## config.mk

```make
export PLATFORM = sky130hd
export DESIGN_NAME = rrt_ctrl
export DESIGN_NICKNAME = d
export VERILOG_FILES = /design/src/rtl/core/rrt_pkg.sv /design/src/rtl/core/rrt_ctrl.sv
export VERILOG_INCLUDE_DIRS = /design/src /design/src/rtl/core
export SDC_FILE = /design/constraint.sdc
export NUM_CORES = 1
export LEC_CHECK = 0
export ABC_AREA = 1
export BUFFER_PORTS_ARGS = -buffer_cell sky130_fd_sc_hd__buf_4
export CORE_MARGIN = 3
export CORE_UTILIZATION = 50
export DETAILED_ROUTE_END_ITERATION = 8
export PLACE_DENSITY = 0.74
export SLEW_MARGIN = 20
export SYNTH_ARGS = -nofsm -noshare
export SYNTH_HDL_FRONTEND = slang
export SYNTH_SLANG_ARGS = --single-unit
```

## constraint.sdc

```tcl
create_clock -name aclk -period 8.2 [get_ports aclk]
set_clock_uncertainty 0.15 [all_clocks]
set_input_delay 1.64 -clock aclk [delete_from_list [all_inputs] [get_ports aclk]]
set_output_delay 1.64 -clock aclk [all_outputs]
set_load 0.005 [all_outputs]
```

## src/rtl/core/route_record_table_top_defines.svh

```systemverilog
// assertion macros shared by the rtl
`ifndef ROUTE_RECORD_TABLE_TOP_DEFINES_SVH
`define ROUTE_RECORD_TABLE_TOP_DEFINES_SVH

// implication checked on every clock edge outside reset
`define RRT_ASSERT_IMP(label, ante, cons, msg) \
    label: assert property (@(posedge aclk) disable iff (!aresetn) (ante) |-> (cons)) \
        else $error(msg);

// next-cycle implication checked outside reset
`define RRT_ASSERT_NXT(label, ante, cons, msg) \
    label: assert property (@(posedge aclk) disable iff (!aresetn) (ante) |=> (cons)) \
        else $error(msg);

`endif

```

## src/rtl/core/rrt_pkg.sv

```systemverilog
// ---------------------------------------------------------------------------
// rrt_pkg
// types and constants of the route record table
// ---------------------------------------------------------------------------
`default_nettype none
package rrt_pkg;
    localparam int TableDepth  = 8;
    localparam int IdxW        = $clog2(TableDepth);
    localparam int CntW        = $clog2(TableDepth + 1);
    localparam int NameChars   = 14;
    localparam int NumberChars = 9;

    typedef enum logic [3:0] {
        ACT_ADD = 4'd0, ACT_DEL = 4'd1, ACT_SORT = 4'd2, ACT_LIST = 4'd3,
        ACT_FIND_S = 4'd4, ACT_FIND_F = 4'd5, ACT_FIND_N = 4'd6,
        ACT_CHG_S = 4'd7, ACT_CHG_F = 4'd8, ACT_CHG_N = 4'd9
    } action_t;

    typedef enum logic [2:0] {
        ST_OK = 3'd0, ST_FULL = 3'd1, ST_EMPTY = 3'd2, ST_BAD_POS = 3'd3,
        ST_NOT_FOUND = 3'd4, ST_TAKEN = 3'd5
    } status_t;

    typedef struct packed {
        logic [55:0] sh;
        logic [55:0] sl;
        logic [55:0] fh;
        logic [55:0] fl;
        logic [63:0] nh;
        logic [7:0]  nl;
    } rec_t;

    typedef struct packed {
        logic [3:0] action;
        logic [3:0] position;
        rec_t       rec;
    } item_t;

    typedef struct packed {
        logic [2:0]  status;
        logic [3:0]  pos;
        rec_t        rec;
        logic        last;
    } res_t;

    // datapath commands from the controller
    typedef enum logic [3:0] {
        DC_NONE, DC_LOAD, DC_RD_A, DC_RD_B, DC_WR_APPEND, DC_WR_FIELD,
        DC_SHIFT, DC_SWAP_A, DC_SWAP_B, DC_DEC_CNT
    } dcmd_t;

    typedef struct packed {
        dcmd_t          cmd;
        logic [IdxW-1:0] ia;
        logic [IdxW-1:0] ib;
    } ctl_t;

    typedef struct packed {
        logic [3:0]      action;
        logic [3:0]      position;
        logic [CntW-1:0] count;
        logic            a_gt_b;
        logic            hit;
        logic            later_hit;
    } stat_t;

    // cut a zero padded string at its first zero byte
    function automatic logic [55:0] canon56(input logic [55:0] w, input logic prev_end,
                                            input int first, input int limit,
                                            output logic ended);
        logic e;
        logic [55:0] r;
        e = prev_end;
        r = '0;
        for (int b = 0; b < 7; b++) begin
            if (e || (first + b >= limit) || w[8*(6-b) +: 8] == 8'd0) e = 1'b1;
            else r[8*(6-b) +: 8] = w[8*(6-b) +: 8];
        end
        ended = e;
        return r;
    endfunction

    function automatic rec_t canon(input rec_t i);
        rec_t r;
        logic e;
        logic [55:0] t;
        r = '0;
        r.sh = canon56(i.sh, 1'b0, 0, NameChars, e);
        r.sl = canon56(i.sl, e, 7, NameChars, e);
        r.fh = canon56(i.fh, 1'b0, 0, NameChars, e);
        r.fl = canon56(i.fl, e, 7, NameChars, e);
        t = canon56(i.nh[63:8], 1'b0, 0, NumberChars, e);
        r.nh[63:8] = t;
        if (!e && (7 < NumberChars) && i.nh[7:0] != 8'd0) r.nh[7:0] = i.nh[7:0];
        else e = 1'b1;
        if (!e && (8 < NumberChars)) r.nl = i.nl;
        return r;
    endfunction
endpackage
`default_nettype wire

```

## src/rtl/core/rrt_ctrl.sv

```systemverilog
// ---------------------------------------------------------------------------
// rrt_ctrl
// sequencer for add, delete, sort, list, search and change
// ---------------------------------------------------------------------------
`default_nettype none
module rrt_ctrl (
    input  wire logic          aclk,
    input  wire logic          aresetn,
    input  wire logic          in_valid,
    output logic               in_ready,
    output logic               out_valid,
    input  wire logic          out_ready,
    output logic [2:0]         out_status,
    output logic               out_has_rec,
    output logic               out_last,
    output rrt_pkg::ctl_t      ctl,
    input  wire rrt_pkg::stat_t st
);
    import rrt_pkg::*;

    typedef enum logic [7:0] {
        S_IDLE = 8'b00000001, S_DEC = 8'b00000010, S_RD = 8'b00000100,
        S_CMP = 8'b00001000, S_EMIT = 8'b00010000, S_SWAP = 8'b00100000,
        S_SHIFT = 8'b01000000, S_FLUSH = 8'b10000000
    } state_t;

    state_t          state_reg, state_next;
    logic [IdxW:0]   i_reg, i_next, j_reg, j_next;
    logic            found_reg, found_next;
    logic [2:0]      stat_reg, stat_next;
    logic            rec_reg, rec_next, last_reg, last_next, ov_reg, ov_next;

    logic [IdxW:0] n_ext;
    logic          rd_phase_reg, rd_phase_next;
    assign n_ext = (IdxW+1)'(st.count);

    assign in_ready    = (state_reg == S_IDLE) && !ov_reg;
    assign out_valid   = ov_reg;
    assign out_status  = stat_reg;
    assign out_has_rec = rec_reg;
    assign out_last    = last_reg;

    always_ff @(posedge aclk) begin
        if (!aresetn) begin
            state_reg <= S_IDLE;
            ov_reg <= 1'b0;
            rd_phase_reg <= 1'b0;
        end else begin
            state_reg <= state_next;
            ov_reg <= ov_next;
            rd_phase_reg <= rd_phase_next;
        end
        i_reg <= i_next; j_reg <= j_next; found_reg <= found_next;
        stat_reg <= stat_next; rec_reg <= rec_next; last_reg <= last_next;
    end

    task automatic emit(input logic [2:0] s, input logic r, input logic l);
        begin
            ov_next = 1'b1; stat_next = s; rec_next = r; last_next = l;
        end
    endtask

    always_comb begin
        state_next = state_reg; i_next = i_reg; j_next = j_reg;
        found_next = found_reg; stat_next = stat_reg; rec_next = rec_reg;
        last_next = last_reg; rd_phase_next = rd_phase_reg;
        ov_next = ov_reg && !out_ready;
        ctl = '{cmd: DC_NONE, ia: i_reg[IdxW-1:0], ib: j_reg[IdxW-1:0]};
        case (state_reg)
            S_IDLE: begin
                if (in_valid && in_ready) begin
                    ctl.cmd = DC_LOAD;
                    state_next = S_DEC;
                end
            end
            S_DEC: begin
                state_next = S_IDLE;
                i_next = '0; j_next = '0; found_next = 1'b0;
                if (st.action > ACT_CHG_N) begin
                    state_next = S_IDLE;
                end else if (st.action == ACT_ADD) begin
                    if (n_ext >= (IdxW+1)'(TableDepth)) emit(ST_FULL, 1'b0, 1'b1);
                    else begin
                        ctl.cmd = DC_WR_APPEND;
                        ctl.ia = st.count[IdxW-1:0];
                        emit(ST_OK, 1'b1, 1'b1);
                    end
                end else if (n_ext == '0) begin
                    emit(ST_EMPTY, 1'b0, 1'b1);
                end else if (st.action == ACT_DEL || st.action >= ACT_CHG_S) begin
                    if (st.position == 4'd0 || 5'(st.position) > 5'(n_ext))
                        emit(ST_BAD_POS, 1'b0, 1'b1);
                    else if (st.action == ACT_CHG_N) begin
                        state_next = S_RD;
                    end else if (st.action == ACT_DEL) begin
                        emit(ST_OK, 1'b1, 1'b1);
                        i_next = (IdxW+1)'(st.position - 4'd1);
                        state_next = S_SHIFT;
                    end else begin
                        ctl.cmd = DC_WR_FIELD;
                        emit(ST_OK, 1'b1, 1'b1);
                    end
                end else if (st.action == ACT_SORT) begin
                    j_next = (IdxW+1)'(1);
                    // a single record is already in order
                    if (n_ext > (IdxW+1)'(1)) state_next = S_RD;
                    else emit(ST_OK, 1'b0, 1'b1);
                end else begin
                    state_next = S_RD;
                end
                rd_phase_next = 1'b0;
            end
            S_RD: begin
                // read operands a=i and b=j (b is used by sort only)
                ctl.cmd = rd_phase_reg ? DC_RD_B : DC_RD_A;
                rd_phase_next = !rd_phase_reg;
                if (rd_phase_reg) state_next = S_CMP;
            end
            S_CMP: begin
                if (st.action == ACT_SORT) begin
                    state_next = st.a_gt_b ? S_SWAP : S_EMIT;
                end else if (st.action == ACT_CHG_N) begin
                    if (st.hit) begin
                        emit(ST_TAKEN, 1'b0, 1'b1);
                        state_next = S_FLUSH;
                    end else if (i_reg + 1'b1 >= n_ext) begin
                        ctl.cmd = DC_WR_FIELD;
                        emit(ST_OK, 1'b1, 1'b1);
                        state_next = S_FLUSH;
                    end else begin
                        i_next = i_reg + 1'b1;
                        state_next = S_RD;
                    end
                end else if (!ov_reg || out_ready) begin
                    // search or list visit of entry i
                    if (st.hit) begin
                        found_next = 1'b1;
                        // last hit when no later entry matches
                        emit(ST_OK, 1'b1, !st.later_hit);
                    end else if (i_reg + 1'b1 >= n_ext && !found_reg) begin
                        emit(ST_NOT_FOUND, 1'b0, 1'b1);
                    end
                    if (i_reg + 1'b1 >= n_ext) state_next = S_FLUSH;
                    else begin
                        i_next = i_reg + 1'b1;
                        state_next = st.hit ? S_EMIT : S_RD;
                    end
                end
            end
            S_SWAP: begin
                ctl.cmd = rd_phase_reg ? DC_SWAP_B : DC_SWAP_A;
                rd_phase_next = !rd_phase_reg;
                if (rd_phase_reg) state_next = S_EMIT;
            end
            S_EMIT: begin
                if (st.action == ACT_SORT) begin
                    if (j_reg + 1'b1 < n_ext) begin
                        j_next = j_reg + 1'b1;
                        state_next = S_RD;
                    end else if (i_reg + 2'd2 < n_ext) begin
                        i_next = i_reg + 1'b1;
                        j_next = i_reg + 2'd2;
                        state_next = S_RD;
                    end else if (!ov_reg || out_ready) begin
                        emit(ST_OK, 1'b0, 1'b1);
                        state_next = S_FLUSH;
                    end
                end else begin
                    state_next = S_RD;
                end
            end
            S_SHIFT: begin
                if (i_reg + 1'b1 < n_ext) begin
                    ctl.cmd = DC_SHIFT;
                    i_next = i_reg + 1'b1;
                end else begin
                    ctl.cmd = DC_DEC_CNT;
                    state_next = S_FLUSH;
                end
            end
            S_FLUSH: state_next = S_IDLE;
            default: state_next = S_IDLE;
        endcase
    end

`include "route_record_table_top_defines.svh"
    `RRT_ASSERT_IMP(a_busy_no_accept, state_reg != S_IDLE, !in_ready, "accept while busy")
    `RRT_ASSERT_NXT(a_hold_out, out_valid && !out_ready, out_valid, "result dropped")
    `RRT_ASSERT_IMP(a_idx_range, state_reg == S_SHIFT, i_reg < n_ext, "shift index out of range")
endmodule
`default_nettype wire

```

==> out/qor.yml <==
yosys:
  synth-seq-cells: 24
  async_reset_ff_share_pct: 0
  synthCells: 309
  ys_top_cells_by_area: "edfxtp_1, ha_1, nand2_1"
  synth_area_sq_um: 2290
  synth_top_area_share_pct: 18.4
  synth.top_cells.by_count: "nand2_1, inv_1, nor2_1"
  synth.avg_cell_area_sq_um: 7.41
  ys_seq_area_share_pct: 27.1
  ys.flop_type: "edfxtp_1"
  yosys.cell_types.count: 38
  yosysMostFrequentCell: "nand2_1"
  yosysTopAreaCell: "edfxtp_1"
  syn_nets: 350
  synth-edff-count: 14
  yosysWarningCount: 0
placed_design:
  gp_congestion: 0.946
  hpwl_um: 4490
  port_buffers: 35
clocking:
  cts_resized: 0
  clk_pin_slew_ns: 0.09
  htree_levels: 1
  cts.sinks: 24
  cts_root_buf: "clkbuf_8"
  worst_skew_pair.late_latency_ns: 0.27
  cts_buffers: 3
  clockBufferDepth: 2
  ctsHoldBuffers: 0
  cts_tree: "yes"
  cts_setup_buffers: 0
floorplanning:
  rows: 23
  dieHeight_um: 73.7
  die-area_sq_um: 5430
  io_pins: 36
  initial_core_util_pct: 54.5
  coreArea_sq_um: 4200
  die_w_um: 73.7
finish:
  layout-drive-gt1-share_pct: 23.0
  area_growth_pct: 15.1
  diodes: 0
  fin_nets: 386
  post-route-util_pct: 62.7
  largest_reg_flops: 8
routing:
  routed_via_density: 5.61
  routed_wl_um: 5360
  post-route-drc-count: 0
  drtIter0Drc: 148
  via_count: 2211
  drt_pass1_iterations: 5
  antenna_left: 0
  wl_per_cell_um: 13.6
sta:
  drv_slew: 0
  max_slew.worst_pin.slew_ns: 0.448
  fin_setup_tns_ns: 0
  hold_viol: 0
  fin_crit_sh_pct: 60.3
  clock.fmax_mhz: 202
  report.final.setup_viol: 0
  rsz0062_at_grt: "no"
  period_needed_ns: 4.95
  slew_headroom_pct: 70.0
setup_path:
  timing.rr.end: "out_status[0]$_DFFE_PP_"
  r2r_slack_ns: 5.17
  end_kind: "primary output"
  crit_family: "simple AND/OR/NAND/NOR gates"
  path_class: "input pin to primary output"
  crit_path_max_incr_delay_ns: 0.27
  reg2reg_depth: 13
  path_depth: 10
  cp_slowest_cell: "ha_1"
  cp-start-kind: "input pin"
  crit_path_max_fanout: 6
  worst-endpoint-arrival_ns: 3.16
  worst_ep_required_time_ns: 6.41
  path_cells: "buf_4 > inv_1 > ha_1 > inv_1 > nor2_1 > o21ai_1 > nand3_1 > nand4_1 > nand4_1 > buf_4"
  cp_num_buf_inv: 4
  reg2reg_from: "i_reg[1]$_DFFE_PP_"
status:
  status: "finished, final reports clean"
power:
  p_leak_uw: 0.00126
  p_int_uw: 218
  pwr-share-comb_pct: 32.4
  switchingPower_uw: 110
  netSwitchingFraction_pct: 33.6
  seq_power_share_pct: 42.4
  vdd_ir_drop_max_v: 0.0000619
  p_clk_share_pct: 25.2
  p_per_area_nw_per_um2: 125
global_route:
  grt_max_degree: 14
  antenna_found_initial: 0
  grt_pass1_wl_um: 8980
  grt_use_total_pct: 21.0
  first_global_vias: 2006
  overflow: 0
min_path:
  hp-start: "rd_phase_reg$_SDFFE_PN0P_"
  worstHoldPathType: "flip-flop to flip-flop"
  hold_end: "rd_phase_reg$_SDFFE_PN0P_"
  hold-path-cell-count: 2
run:
  maxCapViolations: 0
[stage by stage]
stage	hold WS, ns	setup WS [ns]	cell area [sq um]	power (uW)	std cells
after global placement	0.364	3.30	2580	245	390
after detailed placement	0.393	3.28	2580	248	390
after global routing	0.448	3.07	2640	347	394
final	0.412	3.25	2640	329	394
after floorplan	0.351	3.71	2290	213	309
after CTS	0.407	3.27	2640	328	394
[power by group through the flow]
stage / clock network, uW / logic (uW) / registers (uW)
after detailed placement: 0 / 105 / 142
after global routing: 86.4 / 120 / 140
after CTS: 82.9 / 106 / 139
after global placement: 0 / 103 / 142
final: 83.0 / 106 / 139
after floorplan: 0 / 71.7 / 141
[worst max path at each step]
stage,from,to,slack [ns]
final,st[4],ctl[8],3.25
after global routing,st[4],ctl[8],3.07
after CTS,st[4],ctl[8],3.27
after detailed placement,st[4],ctl[8],3.28
after global placement,st[4],ctl[8],3.30
after floorplan,st[4],ctl[8],3.71
[cells by family (layout without fill, tap and decap cells)]
family	after synthesis	after routing	share of synthesized area, %
DFF	24	24	27.1
xor gates and xnor gates	7	7	2.68
buffers and inverters	53	88	9.62
and+or+nand+nor	157	157	37.0
adders and majority gates	22	22	12.0
AOI/OAI and AO/OA	46	46	11.5
[area by class of cell]
class | count | area, sq um
clock buffer | 4 | 55.1
tap | 50 | 62.6
timing repair buffer | 35 | 263
multi-input combinational | 232 | 1450
inverter | 49 | 186
fill | 395 | 1570
sequential | 24 | 621
[placed cells by master, fill, tap and decap left out, drive strengths merged]
cell type	instances
o21ai	16
or2	2
nor3	3
clkinv	1
clkbuf	4
o21bai	1
nor2	45
nand2	65
edfxtp	14
xnor2	3
nor3b	2
o22ai	2
a21boi	2
a31oi	3
xor2	4
buf	35
o2111ai	2
nand3	27
dfxtp	10
ha	22
a211oi	1
o21a	1
nand3b	1
and3	1
nand4	11
inv	48
a21oi	18
[metal layers]
layer  vias up  part of all wire (%)  global-route usage (%)
li1       1106                     -                       -
met1       996                    46                    30.1
met2        99                    44                    33.4
met3        10                   8.5                    2.19
met4         0                   1.0                    5.84
met5         -                     0                       0
[tightest hold or removal path, delay by kind of cell, from the launching register on]
family / cells / cell delay, ns
compound gates: 1 / 0.07
simple gates: 1 / 0.09
flops: 1 / 0.35
Note: power is estimated with default switching activity, not from simulation.
